<file path="src/hdl/rhv_pkg.sv">
package rhv_pkg;

   localparam int unsigned BYTE_W     = 8;
   localparam int unsigned POS_W      = 24;
   localparam int unsigned ROM_SIZE_W = 24;
   localparam int unsigned RAM_SIZE_W = 18;

   localparam int unsigned RHV_MAX_ROM_CODE = 8;
   localparam int unsigned ROM_CODE_LIMIT   = 8;

   localparam logic [POS_W-1:0] POS_MAX       = 24'hFFFFFF;
   localparam logic [POS_W-1:0] HDR_SUM_FIRST = 24'h000134;
   localparam logic [POS_W-1:0] HDR_SUM_LAST  = 24'h00014C;
   localparam logic [POS_W-1:0] HDR_TYPE      = 24'h000147;
   localparam logic [POS_W-1:0] HDR_ROM       = 24'h000148;
   localparam logic [POS_W-1:0] HDR_RAM       = 24'h000149;
   localparam logic [POS_W-1:0] HDR_CHECK     = 24'h00014D;
   localparam logic [POS_W-1:0] MIN_IMAGE     = 24'h000150;

   localparam logic [ROM_SIZE_W-1:0] ROM_UNIT = 24'd32768;

   localparam logic [BYTE_W-1:0] RAM_CODE_NONE = 8'h00;
   localparam logic [BYTE_W-1:0] RAM_CODE_8K   = 8'h02;
   localparam logic [BYTE_W-1:0] RAM_CODE_32K  = 8'h03;
   localparam logic [BYTE_W-1:0] RAM_CODE_128K = 8'h04;
   localparam logic [BYTE_W-1:0] RAM_CODE_64K  = 8'h05;

   // cartridge type ranges that a header may legally declare
   localparam logic [BYTE_W-1:0] TYPE_ROM_ONLY   = 8'h00;
   localparam logic [BYTE_W-1:0] TYPE_LOW_FIRST  = 8'h01;
   localparam logic [BYTE_W-1:0] TYPE_LOW_LAST   = 8'h03;
   localparam logic [BYTE_W-1:0] TYPE_HIGH_FIRST = 8'h0F;
   localparam logic [BYTE_W-1:0] TYPE_HIGH_LAST  = 8'h13;

   typedef enum logic [2:0] {
      STATUS_OK           = 3'd0,
      STATUS_TOO_SMALL    = 3'd1,
      STATUS_CHECKSUM_BAD = 3'd2,
      STATUS_UNKNOWN_ROM  = 3'd3,
      STATUS_SIZE_MISMATCH = 3'd4,
      STATUS_UNKNOWN_TYPE = 3'd5,
      STATUS_BAD_MAPPER   = 3'd6,
      STATUS_UNKNOWN_RAM  = 3'd7
   } status_type;

endpackage

</file>
<file path="src/hdl/rhv_req_if.sv">
interface rhv_req_if import rhv_pkg::*; ();
   logic              valid;
   logic              ready;
   logic [BYTE_W-1:0] byte_value;
   logic              final_byte;

   modport source (output valid, output byte_value, output final_byte, input ready);
   modport sink   (input valid, input byte_value, input final_byte, output ready);
endinterface

</file>
<file path="src/hdl/rhv_rsp_if.sv">
interface rhv_rsp_if import rhv_pkg::*; ();
   logic                  valid;
   logic                  ready;
   status_type            status;
   logic [ROM_SIZE_W-1:0] rom_size_bytes;
   logic [RAM_SIZE_W-1:0] ram_size_bytes;
   logic [BYTE_W-1:0]     cart_type_code;

   modport source (output valid, output status, output rom_size_bytes,
                   output ram_size_bytes, output cart_type_code, input ready);
   modport sink   (input valid, input status, input rom_size_bytes,
                   input ram_size_bytes, input cart_type_code, output ready);
endinterface

</file>
<file path="src/hdl/rom_header_validator.sv">
// Channel  | Direction | Handshake           | Payload
// req_ch   | in        | valid / ready       | byte_value, final_byte
// rsp_ch   | out       | valid / ready       | status, rom_size_bytes, ram_size_bytes,
//          |           |                     | cart_type_code
//
// One byte per cycle, unless a final byte waits in the input register for a stalled result.
// A byte sits in the input register, then the header state updates and, on the final byte,
// the verdict is loaded into the result register, which also holds the result valid flag.
// Synchronous active-high reset clears the position counter, captured header bytes and
// both valid flags. A stalled result only holds back a final byte; other bytes keep
// flowing while the result waits.
module rom_header_validator import rhv_pkg::*; #(
   parameter int unsigned MAX_ROM_CODE = RHV_MAX_ROM_CODE
) (
   input logic        clock,
   input logic        reset,
   rhv_req_if.sink    req_ch,
   rhv_rsp_if.source  rsp_ch
);

   // input register
   logic              s1_valid_ff, s1_valid_in;
   logic [BYTE_W-1:0] s1_byte_ff;
   logic              s1_final_ff;

   // header state
   logic [POS_W-1:0]  pos_ff, pos_in;
   logic [BYTE_W-1:0] sum_ff, sum_in;
   logic [BYTE_W-1:0] type_ff, type_in;
   logic [BYTE_W-1:0] rom_code_ff, rom_code_in;
   logic [BYTE_W-1:0] ram_code_ff, ram_code_in;
   logic [BYTE_W-1:0] check_ff, check_in;

   // result register
   logic                  rsp_valid_ff, rsp_valid_in;
   status_type            status_ff, status_in;
   logic [ROM_SIZE_W-1:0] rom_size_ff, rom_size_in;
   logic [RAM_SIZE_W-1:0] ram_size_ff, ram_size_in;
   logic [BYTE_W-1:0]     cart_type_ff;

   logic                  out_free;
   logic                  s1_go;
   logic                  req_take;
   logic [POS_W-1:0]      count;
   logic [ROM_SIZE_W-1:0] declared;
   logic [RAM_SIZE_W-1:0] ram_bytes;
   logic                  ram_known;
   logic                  type_known;

   assign out_free     = !rsp_valid_ff || rsp_ch.ready;
   assign s1_go        = s1_valid_ff && (!s1_final_ff || out_free);
   assign req_ch.ready = !s1_valid_ff || s1_go;
   assign req_take     = req_ch.valid && req_ch.ready;
   assign s1_valid_in  = req_take || (s1_valid_ff && !s1_go);

   // fold the current byte into the header state
   always_comb begin
      sum_in      = sum_ff;
      type_in     = type_ff;
      rom_code_in = rom_code_ff;
      ram_code_in = ram_code_ff;
      check_in    = check_ff;
      if (pos_ff >= HDR_SUM_FIRST && pos_ff <= HDR_SUM_LAST) begin
         sum_in = sum_ff - s1_byte_ff - 8'd1;
      end
      if (pos_ff == HDR_TYPE) begin
         type_in = s1_byte_ff;
      end
      if (pos_ff == HDR_ROM) begin
         rom_code_in = s1_byte_ff;
      end
      if (pos_ff == HDR_RAM) begin
         ram_code_in = s1_byte_ff;
      end
      if (pos_ff == HDR_CHECK) begin
         check_in = s1_byte_ff;
      end
      count = (pos_ff == POS_MAX) ? pos_ff : pos_ff + 24'd1;
   end

   assign pos_in   = count;
   assign declared = ROM_UNIT << rom_code_in[3:0];

   always_comb begin
      ram_known = 1'b1;
      unique case (ram_code_in)
         RAM_CODE_NONE: ram_bytes = 18'd0;
         RAM_CODE_8K:   ram_bytes = 18'd8192;
         RAM_CODE_32K:  ram_bytes = 18'd32768;
         RAM_CODE_128K: ram_bytes = 18'd131072;
         RAM_CODE_64K:  ram_bytes = 18'd65536;
         default: begin
            ram_bytes = 18'd0;
            ram_known = 1'b0;
         end
      endcase
   end

   always_comb begin
      unique case (type_in) inside
         [TYPE_LOW_FIRST:TYPE_LOW_LAST], [TYPE_HIGH_FIRST:TYPE_HIGH_LAST]: type_known = 1'b1;
         default: type_known = 1'b0;
      endcase
   end

   // verdict in priority order
   always_comb begin
      rom_size_in = '0;
      ram_size_in = '0;
      if (count < MIN_IMAGE) begin
         status_in = STATUS_TOO_SMALL;
      end else if (sum_in != check_in) begin
         status_in = STATUS_CHECKSUM_BAD;
      end else if (rom_code_in > BYTE_W'(MAX_ROM_CODE) ||
                   rom_code_in > BYTE_W'(ROM_CODE_LIMIT)) begin
         status_in = STATUS_UNKNOWN_ROM;
      end else if (declared != count) begin
         status_in = STATUS_SIZE_MISMATCH;
      end else if (type_in != TYPE_ROM_ONLY && !type_known) begin
         status_in = STATUS_UNKNOWN_TYPE;
      end else if (type_in != TYPE_ROM_ONLY && rom_code_in != '0) begin
         status_in = STATUS_BAD_MAPPER;
      end else if (!ram_known) begin
         status_in = STATUS_UNKNOWN_RAM;
      end else begin
         status_in   = STATUS_OK;
         rom_size_in = declared;
         ram_size_in = ram_bytes;
      end
   end

   assign rsp_valid_in = (s1_go && s1_final_ff) || (rsp_valid_ff && !rsp_ch.ready);

   always_ff @(posedge clock) begin
      if (reset) begin
         s1_valid_ff  <= 1'b0;
         rsp_valid_ff <= 1'b0;
      end else begin
         s1_valid_ff  <= s1_valid_in;
         rsp_valid_ff <= rsp_valid_in;
      end
   end

   always_ff @(posedge clock) begin
      if (req_take) begin
         s1_byte_ff  <= req_ch.byte_value;
         s1_final_ff <= req_ch.final_byte;
      end
   end

   always_ff @(posedge clock) begin
      if (reset) begin
         pos_ff      <= '0;
         sum_ff      <= '0;
         type_ff     <= '0;
         rom_code_ff <= '0;
         ram_code_ff <= '0;
         check_ff    <= '0;
      end else if (s1_go) begin
         if (s1_final_ff) begin
            // start a new image
            pos_ff      <= '0;
            sum_ff      <= '0;
            type_ff     <= '0;
            rom_code_ff <= '0;
            ram_code_ff <= '0;
            check_ff    <= '0;
         end else begin
            pos_ff      <= pos_in;
            sum_ff      <= sum_in;
            type_ff     <= type_in;
            rom_code_ff <= rom_code_in;
            ram_code_ff <= ram_code_in;
            check_ff    <= check_in;
         end
      end
   end

   always_ff @(posedge clock) begin
      if (s1_go && s1_final_ff) begin
         status_ff    <= status_in;
         rom_size_ff  <= rom_size_in;
         ram_size_ff  <= ram_size_in;
         cart_type_ff <= type_in;
      end
   end

   assign rsp_ch.valid          = rsp_valid_ff;
   assign rsp_ch.status         = status_ff;
   assign rsp_ch.rom_size_bytes = rom_size_ff;
   assign rsp_ch.ram_size_bytes = ram_size_ff;
   assign rsp_ch.cart_type_code = cart_type_ff;

   a_restart_after_final: assert property (@(posedge clock) disable iff (reset)
      s1_go && s1_final_ff |=> pos_ff == '0 && sum_ff == '0)
      else $error("header state not cleared after final byte");

   a_sizes_only_when_ok: assert property (@(posedge clock) disable iff (reset)
      rsp_valid_ff && status_ff != STATUS_OK |-> rom_size_ff == '0 && ram_size_ff == '0)
      else $error("sizes reported with a failing status");

   a_ok_has_rom_size: assert property (@(posedge clock) disable iff (reset)
      rsp_valid_ff && status_ff == STATUS_OK |-> rom_size_ff >= ROM_UNIT)
      else $error("ok status without a ROM size");

   a_result_from_final: assert property (@(posedge clock) disable iff (reset)
      !rsp_valid_ff ##1 rsp_valid_ff |-> $past(s1_go && s1_final_ff))
      else $error("result raised without a final byte");

endmodule
</file>
<file path="src/flat_wrapper.sv">
// flat-port wrapper written by rule: the top's interface ports become plain ports
module rom_header_validator_flat import rhv_pkg::*;
#(
   parameter int unsigned MAX_ROM_CODE = RHV_MAX_ROM_CODE
)
  (clock, reset, req_ch_valid, req_ch_byte_value, req_ch_final_byte, req_ch_ready, rsp_ch_valid, rsp_ch_status, rsp_ch_rom_size_bytes, rsp_ch_ram_size_bytes, rsp_ch_cart_type_code, rsp_ch_ready);
  rhv_req_if req_ch_i ();
  rhv_rsp_if rsp_ch_i ();
  input logic clock;
  input logic reset;
  input wire logic [$bits(req_ch_i.valid)-1:0] req_ch_valid;
  input wire logic [$bits(req_ch_i.byte_value)-1:0] req_ch_byte_value;
  input wire logic [$bits(req_ch_i.final_byte)-1:0] req_ch_final_byte;
  output wire logic [$bits(req_ch_i.ready)-1:0] req_ch_ready;
  output wire logic [$bits(rsp_ch_i.valid)-1:0] rsp_ch_valid;
  output wire logic [$bits(rsp_ch_i.status)-1:0] rsp_ch_status;
  output wire logic [$bits(rsp_ch_i.rom_size_bytes)-1:0] rsp_ch_rom_size_bytes;
  output wire logic [$bits(rsp_ch_i.ram_size_bytes)-1:0] rsp_ch_ram_size_bytes;
  output wire logic [$bits(rsp_ch_i.cart_type_code)-1:0] rsp_ch_cart_type_code;
  input wire logic [$bits(rsp_ch_i.ready)-1:0] rsp_ch_ready;
  assign req_ch_i.valid = req_ch_valid;
  assign req_ch_i.byte_value = req_ch_byte_value;
  assign req_ch_i.final_byte = req_ch_final_byte;
  assign req_ch_ready = req_ch_i.ready;
  assign rsp_ch_valid = rsp_ch_i.valid;
  assign rsp_ch_status = rsp_ch_i.status;
  assign rsp_ch_rom_size_bytes = rsp_ch_i.rom_size_bytes;
  assign rsp_ch_ram_size_bytes = rsp_ch_i.ram_size_bytes;
  assign rsp_ch_cart_type_code = rsp_ch_i.cart_type_code;
  assign rsp_ch_i.ready = rsp_ch_ready;
  rom_header_validator #(.MAX_ROM_CODE(MAX_ROM_CODE)) u_core (.clock(clock), .reset(reset), .req_ch(req_ch_i), .rsp_ch(rsp_ch_i));
endmodule
</file>
<file path="config.mk">
export PLATFORM = sky130hd
export DESIGN_NAME = rom_header_validator_flat
export DESIGN_NICKNAME = d
export VERILOG_FILES = /design/src/hdl/rhv_pkg.sv /design/src/hdl/rhv_req_if.sv /design/src/hdl/rhv_rsp_if.sv /design/src/hdl/rom_header_validator.sv /design/src/flat_wrapper.sv
export SDC_FILE = /design/constraint.sdc
export NUM_CORES = 1
export LEC_CHECK = 0
export BUFFER_PORTS_ARGS = -buffer_cell sky130_fd_sc_hd__buf_2
export CORE_MARGIN = 1.5
export CORE_UTILIZATION = 35
export DETAILED_ROUTE_END_ITERATION = 16
export PLACE_DENSITY = 0.62
export SLEW_MARGIN = 25
export SYNTH_ARGS = -nofsm -noshare
export SYNTH_HDL_FRONTEND = slang
export SYNTH_SLANG_ARGS = --single-unit
</file>
<file path="constraint.sdc">
create_clock -name clock -period 6.2 [get_ports clock]
set_clock_uncertainty 0.05 [all_clocks]
set_input_delay 0 -clock clock [delete_from_list [all_inputs] [get_ports clock]]
set_output_delay 0 -clock clock [all_outputs]
set_load 0.02 [all_outputs]
</file>
==> results of run 1 <==
-- state kept, by name, indices dropped and copies added (netlist names) --
| signal | count |
|---|---|
| u_core.rsp_ch.status | 3 |
| u_core.pos_ff | 24 |
| u_core.rsp_ch.valid | 1 |
| u_core.rsp_ch.cart_type_code | 8 |
| u_core.check_ff | 8 |
| u_core.ram_code_ff | 8 |
| u_core.s1_valid_ff | 1 |
| u_core.rsp_ch.rom_size_bytes | 9 |
| u_core.sum_ff | 8 |
| u_core.rom_code_ff | 8 |
| u_core.rsp_ch.ram_size_bytes | 4 |
| u_core.s1_byte_ff | 8 |
| u_core.type_ff | 8 |
| u_core.s1_final_ff | 1 |
-- per-layer routing --
layer,global-route usage (%),wire (µm)
met1,26.4,8640
met2,28.4,8240
met3,2.75,1180
met4,8.00,384
met5,0,0
-- critical path, delay by kind of cell (launching register included) --
family / cells / cell delay [ns]
AOI/OAI and AO/OA: 2 / 0.39
buffers and inverters: 1 / 0.31
DFF: 1 / 0.61
muxes: 1 / 0.39
and+or+nand+nor: 6 / 2.72
-- layout make-up --
class | instances | area share [%]
multi-input cells | 632 | 53.9
flip-flops and latches | 99 | 31.6
repair buffers | 59 | 5.17
well taps | 234 | 4.01
clock buffers | 9 | 3.08
inverters | 23 | 1.18
clock inverters | 7 | 1.04
-- report_power, final --
| part | total (mW) | switching [mW] | internal, mW |
|---|---|---|---|
| Combinational | 0.0857 | 0.0638 | 0.0219 |
| Clock | 0.568 | 0.283 | 0.286 |
| Sequential | 0.686 | 0.0123 | 0.674 |
| Total | 1.34 | 0.359 | 0.981 |
-- logic make-up (layout without fill, tap and decap cells) --
family	count (synthesis)	after routing
compound gates	186	186
xor+xnor	26	26
fa+ha+maj	11	11
buf+inv	109	98
flops	99	99
mux	42	42
other cells	1	29
simple gates	338	338
-- metrics by stage --
stage	total power, mW	setup WS, ns	instances	cell area [µm²]	utilization (%)
5_1_grt	1.39	1.24	1063	7310	39.1
6_report	1.34	1.53	1063	7310	39.1
3_5_place_dp	0.779	1.59	1035	6880	36.8
4_1_cts	1.35	1.57	1063	7310	39.1
3_3_place_gp	0.780	1.70	1035	6880	36.8
2_1_floorplan	0.767	2.67	840	6790	-
-- cell usage in the layout (no fill, tap or decap), drive strengths merged, types with 9 or more instances in the layout --
cell         synthesis  routed
clkbuf              48       9
nor3                34      34
mux2i               24      24
buf                 38      47
dlygate4sd3          0      12
conb                 1      29
dfxtp               66      66
xnor2               20      20
inv                 23      27
a22oi               38      38
edfxtp              33      33
or3                 13      13
o21ai               31      31
nor4                25      25
nand3               25      25
nand2               55      55
nand4               18      18
mux2                18      18
nor2               106     106
a211oi              13      13
a31oi                9       9
ha                  10      10
a21oi               44      44
-- worst paths after layout --
check	from	slack (ns)	to	cells after the start
setup / recovery	u_core.pos_ff[6]$_SDFFE_PP0P_	1.53	u_core.rsp_ch.ram_size_bytes[15]$_SDFFCE_PP0P_	10
setup reg to reg	u_core.pos_ff[6]$_SDFFE_PP0P_	1.53	u_core.rsp_ch.ram_size_bytes[15]$_SDFFCE_PP0P_	10
hold reg to reg	u_core.rom_code_ff[5]$_SDFFE_PP0P_	0.41	u_core.rom_code_ff[5]$_SDFFE_PP0P_	2
hold / removal	reset	0.24	u_core.pos_ff[22]$_SDFFE_PP0P_	3
-- timing repair --
item	CTS	global route
setup endpoints to repair	0	0
hold buffers	12	0
gates resized for setup	0	0
endpoints found under the hold margin	11	0
==> impl_metrics.py, run 1 <==
metrics = {
    "timing": {
        "period_needed_ns": 4.67,
        "rsz0062_at_grt": "false",
        "relSlewSlack_pct": 40.2,
        "fmax_mhz": 214,
        "finalHoldViolCount": 0,
        "period_share_pct": 75.4,
        "drv_slew": 0,
        "setup_viol": 0,
        "worst_slew_pin_slew_ns": 0.889,
        "fin_tns_setup_ns": 0,
        "whs_ns": 0.236,
    },
    "placed_design": {
        "hpwl_mm": 13.1,
        "gp_congestion": 0.923,
        "io_buffers": 38,
    },
    "worst_setup_path": {
        "worst_ep_arrival_time_ns": 4.79,
        "cp_max_fo": 16,
        "cp.required_ns": 6.32,
        "max_stage_delay_ns": 0.70,
        "worstSetupStartpointType": "register",
        "path_cells": "or4b_4 -> or2_1 -> nor3_2 -> buf_4 -> mux2_2 -> o21bai_1 -> or3_1 -> a21oi_1 -> nand4_2 -> nor4_1",
        "criticalPathCategory": "register to register",
        "worst_setup_path_end_kind": "register",
        "slowest_stage": "nor3_2",
    },
    "cells_and_area": {
        "area_growth_pct": 9.38,
        "multi_input_area_um2": 3940,
        "nNetsFinal": 848,
        "drive_gt1_share_pct": 11.7,
        "antenna_cells": 0,
        "seqCellArea_um2": 2310,
        "fillers": 1906,
    },
    "yosys": {
        "synth-compound-area-share_pct": 18.7,
        "syn_area_um2": 6680,
        "synth_top_family_by_area": "simple AND/OR/NAND/NOR gates",
        "ys_seq_area_share_pct": 34.6,
        "synth_ff_type": "dfxtp_1",
        "synth-seq-cells": 99,
        "synthCells": 812,
        "synth_top_area_cell": "dfxtp_1",
        "postSynthAreaPerCell_um2": 8.23,
        "synth_edf_count": 33,
        "synthAdderAreaFrac_pct": 2.17,
        "yosysMostFrequentCell": "nor2_1",
        "synth_xor_area_share_pct": 3.41,
        "synth_area_leaders": "dfxtp_1 (20%), edfxtp_1 (15%), nor2_1 (6.0%)",
        "synth-simple-area-share_pct": 26.2,
        "muxShareOfSynthArea_pct": 6.69,
        "synth_commonest_cells": "nor2_1 (106), dfxtp_1 (66), nand2_1 (55)",
        "yosysTopAreaCellShare_pct": 19.8,
        "synthArstFlopShare_pct": 0,
        "yosysUniqueCellTypes": 69,
        "yosysWarnings": 0,
    },
    "clock_tree": {
        "cts_root_buf": "clkbuf_16",
        "clk_pin_slew_ns": 0.07,
        "clkSinkCount": 99,
        "htreeDepth": 3,
        "clk_latency_ns": 0.37,
        "cts_tree": "done",
        "cts_buffer_depth": 2,
        "post-cts-setup-buffer-count": 0,
        "cts_buffers": 9,
    },
    "floorplanning": {
        "io_pins": 68,
        "row_count": 50,
        "die_area_um2": 19900,
        "start_util_pct": 35.7,
        "chipWidth_um": 141,
        "core_area_um2": 18700,
        "die_h_um": 141,
    },
    "global_route": {
        "gr-total-overflow": 0,
        "grt_pass1_vias": 5489,
        "antenna_found_initial": 0,
        "grt_max_degree": 67,
        "track_usage_pct": 18.7,
        "grt_pass1_wl_mm": 29.4,
    },
    "job": {
        "drv_cap": 0,
    },
    "detailed_routing": {
        "via_per_inst": 5.72,
        "drtIter0Drc": 699,
        "final_antenna_net_count": 0,
        "drc": 0,
        "totalWireLength_mm": 18.4,
        "num_vias": 6085,
        "dr.pass1.iters": 5,
        "drt-wirelength-per-cell_um": 17.4,
    },
    "power_and_ir_drop": {
        "leakagePower_nw": 2.64,
        "powerDensity_nw_per_um2": 183,
        "ir_drop_v": 0.000112,
    },
    "status": {
        "status": "completed",
    },
    "worst_hold_path": {
        "hold_path_class": "input pin to register",
    },
}
No activity file was read; power rests on OpenSTA's default activity.
==> run 2, diff against run 1 <==
--- a/config.mk
+++ b/config.mk
@@ -9,7 +9,7 @@
 export CORE_MARGIN = 1.5
 export CORE_UTILIZATION = 35
 export DETAILED_ROUTE_END_ITERATION = 16
-export PLACE_DENSITY = 0.62
+export PLACE_DENSITY = 0.64
 export SLEW_MARGIN = 25
 export SYNTH_ARGS = -nofsm -noshare
 export SYNTH_HDL_FRONTEND = slang
==> constraint.sdc (replaced) <==
create_clock -name clock -period 4.25 [get_ports clock]
set_clock_uncertainty 0.05 [all_clocks]
set_input_delay 0 -clock clock [delete_from_list [all_inputs] [get_ports clock]]
set_output_delay 0 -clock clock [all_outputs]
set_load 0.02 [all_outputs]
==> impl_metrics.py, run 2 (same netlist as run 1, synthesis figures left out) <==
metrics = {
    "detailed_routing": {
        "drc": 0,
        "totalWireLength_mm": 18.7,
        "met1Wirelength_mm": 8.80,
        "maxUsedRoutingLayer": "met4",
        "met2_wirelength_mm": 8.27,
        "via_per_inst": 5.72,
        "final_antenna_net_count": 0,
        "dr.pass1.iters": 5,
        "drt-wirelength-per-cell_um": 17.1,
        "num_vias": 6259,
        "met3WireLength_mm": 1.17,
        "drtIter0Drc": 594,
    },
    "cells_and_area": {
        "drive_gt1_share_pct": 14.8,
        "final_common_cell": "nor2_1",
        "nNetsFinal": 879,
        "postLayoutCoreUtil_pct": 40.3,
        "layout.cells.non_filler": 1094,
        "seqCellArea_um2": 2310,
        "multi_input_area_um2": 3940,
        "antenna_cells": 0,
        "largest_reg_flops": 24,
        "layout_common_cells": "nor2_1 (106), dfxtp_1 (66), nand2_1 (55)",
        "top_register": "u_core.pos_ff",
        "fin_area_um2": 7530,
        "fillers": 1907,
        "area_growth_pct": 12.8,
    },
    "clock_tree": {
        "post-cts-setup-buffer-count": 0,
        "clk_pin_slew_ns": 0.07,
        "cts_tree": "done",
        "cts_buffers": 9,
        "cts_root_buf": "clkbuf_16",
        "clk_latency_ns": 0.36,
        "cts_buffer_depth": 2,
        "clkSinkCount": 99,
        "htreeDepth": 3,
    },
    "global_route": {
        "grt_pass1_wl_mm": 29.7,
        "grt_pass1_vias": 5664,
        "gr-total-overflow": 0,
        "grt_max_degree": 67,
        "track_usage_pct": 18.8,
        "antenna_found_initial": 0,
    },
    "timing": {
        "period_share_pct": 91.2,
        "whs_ns": 0.239,
        "period_needed_ns": 3.88,
        "drv_slew": 0,
        "setup_viol": 0,
        "fmax_mhz": 258,
        "fin_tns_setup_ns": 0,
        "worst_slew_pin_slew_ns": 0.905,
        "relSlewSlack_pct": 39.7,
        "rsz0062_at_grt": "false",
        "finalHoldViolCount": 0,
    },
    "floorplanning": {
        "chipWidth_um": 141,
        "start_util_pct": 35.7,
        "io_pins": 68,
        "row_count": 50,
        "core_area_um2": 18700,
        "die_area_um2": 19900,
        "die_h_um": 141,
    },
    "worst_setup_path": {
        "cp_max_fo": 11,
        "worstSetupStartpointType": "register",
        "startpoint": "u_core.pos_ff[4]$_SDFFE_PP0P_",
        "criticalPathCategory": "register to register",
        "r2r_start": "u_core.pos_ff[4]$_SDFFE_PP0P_",
        "worst_ep_arrival_time_ns": 4.01,
        "cp.required_ns": 4.38,
        "worst_setup_path_end_kind": "register",
    },
    "placed_design": {
        "hpwl_mm": 13.2,
        "dpl_cell_area_um2": 7120,
        "io_buffers": 38,
        "gp_congestion": 0.962,
        "dp.cells": 1066,
    },
    "worst_hold_path": {
        "min_from": "reset",
        "hold_path_class": "input pin to register",
    },
    "job": {
        "drv_cap": 0,
    },
    "power_and_ir_drop": {
        "ir_drop_v": 0.000172,
        "leakagePower_nw": 2.79,
        "powerDensity_nw_per_um2": 259,
    },
    "status": {
        "status": "completed",
    },
}
[run 2: worst paths after layout]
kind                                                         end  cells past startpoint  slack, ns
setup / recovery  u_core.rsp_ch.rom_size_bytes[22]$_SDFFCE_PP0P_                     10       0.37
hold / removal                    u_core.type_ff[4]$_SDFFE_PP0P_                      3       0.24
setup reg to reg  u_core.rsp_ch.rom_size_bytes[22]$_SDFFCE_PP0P_                     10       0.37
hold reg to reg               u_core.rom_code_ff[5]$_SDFFE_PP0P_                      2       0.40
[run 2: routing by layer]
layer | track usage, % | up-vias
li1 | - | 3028
met1 | 26.0 | 2951
met2 | 28.6 | 241
met3 | 3.53 | 39
met4 | 7.84 | 0
met5 | 0 | -
[run 2: timing repair]
item,in CTS,in global routing
endpoints found under the setup margin,0,1
resized for setup,0,1
hold endpoints to repair,11,0
hold buffers,12,0
[run 2: cell type report]
cell class	instances	share of cell area, %
flip-flops and latches	99	30.7
clock buffers	12	3.42
clock inverters	4	0.415
inverters	23	1.15
well taps	234	3.89
repair buffers	90	8.11
multi-input cells	632	52.3
[run 2: power breakdown]
group          internal [mW]  leakage, nW  switching, mW  total (mW)
Combinational         0.0356         1.77          0.107       0.143
Sequential             0.983        0.880        0.00701       0.990
Clock                  0.438        0.143          0.377       0.815
Total                   1.46         2.79          0.491        1.95
[run 2: metrics by stage]
stage,setup WS [ns],power (mW)
finish,0.374,1.95
global route,0.109,2.02
CTS,0.344,1.97
detailed placement,0.368,1.14
global placement,0.392,1.14
floorplan,0.722,1.12
[run 2: critical path, cell delays in order (launching register included)]
cell and delay (ns):
dfxtp_1 0.40, or4b_4 0.61, or2_1 0.35, or3_1 0.54, mux2_4 0.40, nor4b_2 0.30, nor2_1 0.08, a211oi_2 0.27
nand4_2 0.29, buf_4 0.25, nor4_2 0.14
==> run 3, diff against run 2 <==
--- a/config.mk
+++ b/config.mk
@@ -7,10 +7,9 @@
 export LEC_CHECK = 0
 export BUFFER_PORTS_ARGS = -buffer_cell sky130_fd_sc_hd__buf_2
 export CORE_MARGIN = 1.5
-export CORE_UTILIZATION = 35
+export CORE_UTILIZATION = 65
 export DETAILED_ROUTE_END_ITERATION = 16
-export PLACE_DENSITY = 0.64
-export SLEW_MARGIN = 25
+export PLACE_DENSITY = 0.95
 export SYNTH_ARGS = -nofsm -noshare
 export SYNTH_HDL_FRONTEND = slang
 export SYNTH_SLANG_ARGS = --single-unit
==> constraint.sdc (replaced) <==
create_clock -name clock -period 4.75 [get_ports clock]
set_clock_uncertainty 0.05 [all_clocks]
set_input_delay 0 -clock clock [delete_from_list [all_inputs] [get_ports clock]]
set_output_delay 0 -clock clock [all_outputs]
set_load 0.02 [all_outputs]
==> impl_metrics.py, run 3 (same netlist as run 1, synthesis figures left out) <==
metrics = {
    "detailed_routing": {
        "via_per_inst": 6.61,
        "final_antenna_net_count": 0,
        "dr.pass1.iters": 6,
        "totalWireLength_mm": 17.9,
        "drt-wirelength-per-cell_um": 18.5,
        "drtIter0Drc": 668,
        "num_vias": 6402,
        "drc": 0,
    },
    "cells_and_area": {
        "fillers": 748,
        "drive_gt1_share_pct": 12.1,
        "largest_reg_flops": 24,
        "final_common_cell": "nor2_1",
        "nNetsFinal": 854,
        "layout_common_cells": "nor2_1 (106), dfxtp_1 (66), nand2_1 (55)",
        "area_growth_pct": 6.86,
        "antenna_cells": 0,
        "top_register": "u_core.pos_ff",
    },
    "worst_setup_path": {
        "r2r_start": "u_core.pos_ff[6]$_SDFFE_PP0P_",
        "r2r_end": "u_core.rsp_ch.ram_size_bytes[13]$_SDFFCE_PP0P_",
        "reg2reg_depth": 9,
        "worstSetupStartpointType": "register",
        "cp_max_fo": 16,
        "worst_setup_path_end_kind": "register",
        "cp.required_ns": 4.89,
        "worst_ep_arrival_time_ns": 4.38,
        "r2r_setup_slack_ns": 0.51,
        "criticalPathCategory": "register to register",
    },
    "clock_tree": {
        "clk_latency_ns": 0.40,
        "ctsHoldBuffers": 12,
        "cts_resized": 0,
        "cts_root_buf": "clkbuf_8",
        "clk_pin_slew_ns": 0.10,
        "cts_buffers": 9,
        "clkSinkCount": 99,
        "htreeDepth": 3,
        "cts_tree": "done",
        "cts_buffer_depth": 2,
        "post-cts-setup-buffer-count": 0,
    },
    "status": {
        "status": "completed",
    },
    "timing": {
        "relSlewSlack_pct": 19.8,
        "fmax_mhz": 236,
        "worst_slew_pin_slew_ns": 1.20,
        "setup_viol": 0,
        "whs_ns": 0.174,
        "period_share_pct": 89.4,
        "period_needed_ns": 4.24,
        "rsz0062_at_grt": "false",
        "finalHoldViolCount": 0,
        "drv_slew": 0,
        "fin_tns_setup_ns": 0,
    },
    "worst_hold_path": {
        "hold_path_class": "input pin to register",
        "min_from": "reset",
        "holdPathStages": 3,
        "whs_endpoint": "u_core.ram_code_ff[1]$_SDFFE_PP0P_",
    },
    "global_route": {
        "track_usage_pct": 33.7,
        "grt_max_degree": 67,
        "antenna_found_initial": 0,
        "gr-total-overflow": 0,
        "grt_pass1_vias": 5842,
        "grt_pass1_wl_mm": 29.3,
    },
    "placed_design": {
        "io_buffers": 38,
        "hpwl_mm": 12.5,
        "gp_congestion": 0.993,
    },
    "power_and_ir_drop": {
        "switchingPower_uw": 412,
        "p_total_mw": 1.62,
        "power.internal_mw": 1.21,
        "power_frac_comb_pct": 7.3,
        "p_sw_share_pct": 25.4,
        "sequentialPowerShare_pct": 54.9,
        "powerDensity_nw_per_um2": 227,
        "pwr-share-clk_pct": 37.8,
        "leakagePower_nw": 2.64,
        "ir_drop_v": 0.000282,
    },
    "floorplanning": {
        "io_pins": 68,
        "die_h_um": 104,
        "row_count": 36,
        "start_util_pct": 67.7,
        "die_area_um2": 10900,
        "core_area_um2": 9860,
        "chipWidth_um": 104,
    },
    "job": {
        "drv_cap": 0,
    },
}
run 3: cell count changes in the layout (fill, tap and decap cells not counted):
cell       change
bufinv_16      +2
a31oi_2        -1
nor4_2         -1
a31oi_1        +1
clkbuf_1       -2
clkbuf_16     -10
clkbuf_8       +9
inv_8          +1
buf_4         -25
clkinv_1       +1
clkinv_4       -1
nor4_1         +1
run 3: worst max path at each step:
| stage | start | to | slack, ns | depth (start not counted) |
|---|---|---|---|---|
| finish | u_core.pos_ff[6]$_SDFFE_PP0P_ | u_core.rsp_ch.ram_size_bytes[13]$_SDFFCE_PP0P_ | 0.51 | 9 |
| global route | u_core.pos_ff[6]$_SDFFE_PP0P_ | u_core.rsp_ch.ram_size_bytes[13]$_SDFFCE_PP0P_ | 0.30 | 9 |
| CTS | u_core.pos_ff[6]$_SDFFE_PP0P_ | u_core.rsp_ch.ram_size_bytes[13]$_SDFFCE_PP0P_ | 0.56 | 9 |
| detailed placement | u_core.pos_ff[6]$_SDFFE_PP0P_ | u_core.rsp_ch.ram_size_bytes[13]$_SDFFCE_PP0P_ | 0.58 | 9 |
| global placement | u_core.pos_ff[6]$_SDFFE_PP0P_ | u_core.rsp_ch.ram_size_bytes[17]$_SDFFCE_PP0P_ | 0.83 | 9 |
| floorplan | u_core.pos_ff[5]$_SDFFE_PP0P_ | u_core.rsp_ch.status[2]$_SDFFCE_PP0P_ | 1.22 | 12 |
run 3: final cells by class:
cell class                 instances  area (µm²)  area share, %
timing repair buffer              65         423           5.92
multi-input combinational        632        3930           55.0
inverter                          23        86.3           1.21
tap                              133         166           2.33
sequential                        99        2310           32.4
clock inverter                     7        97.6           1.37
clock buffer                       9         124           1.74
run 3: worst max-delay path, stage by stage (launching register included):
cell	delay, ns
dfxtp_1	0.60
or4b_4	0.56
or2_1	0.34
or3_1	0.55
mux2_4	0.40
nor4b_2	0.34
nor2_1	0.09
a211oi_2	0.31
nand4_2	0.36
nor4_1	0.42
run 3: layer usage:
layer	track usage [%]	part of all wire [%]	wire length (µm)	up-vias
li1	-	-	-	2971
met1	45.3	41	7310	2986
met2	52.6	47	8360	401
met3	5.95	9.8	1770	44
met4	15.4	2.9	514	0
met5	0	0	0	-
run 3: stage by stage:
| step | setup WS [ns] | instance area [µm²] | utilization, % | instances |
|---|---|---|---|---|
| 2_1_floorplan | 1.22 | 6790 | - | 840 |
| 3_3_place_gp | 0.834 | 6800 | 68.9 | 940 |
| 3_5_place_dp | 0.583 | 6800 | 68.9 | 940 |
| 4_1_cts | 0.559 | 7140 | 72.4 | 968 |
| 5_1_grt | 0.301 | 7140 | 72.4 | 968 |
| 6_report | 0.506 | 7140 | 72.4 | 968 |
run 3: power by group through the flow:
stage / combinational, mW / clock (mW) / sequential (mW)
finish: 0.119 / 0.614 / 0.890
global route: 0.127 / 0.654 / 0.892
CTS: 0.115 / 0.622 / 0.890
detailed placement: 0.107 / 0 / 0.910
global placement: 0.105 / 0 / 0.910
floorplan: 0.0950 / 0 / 0.906
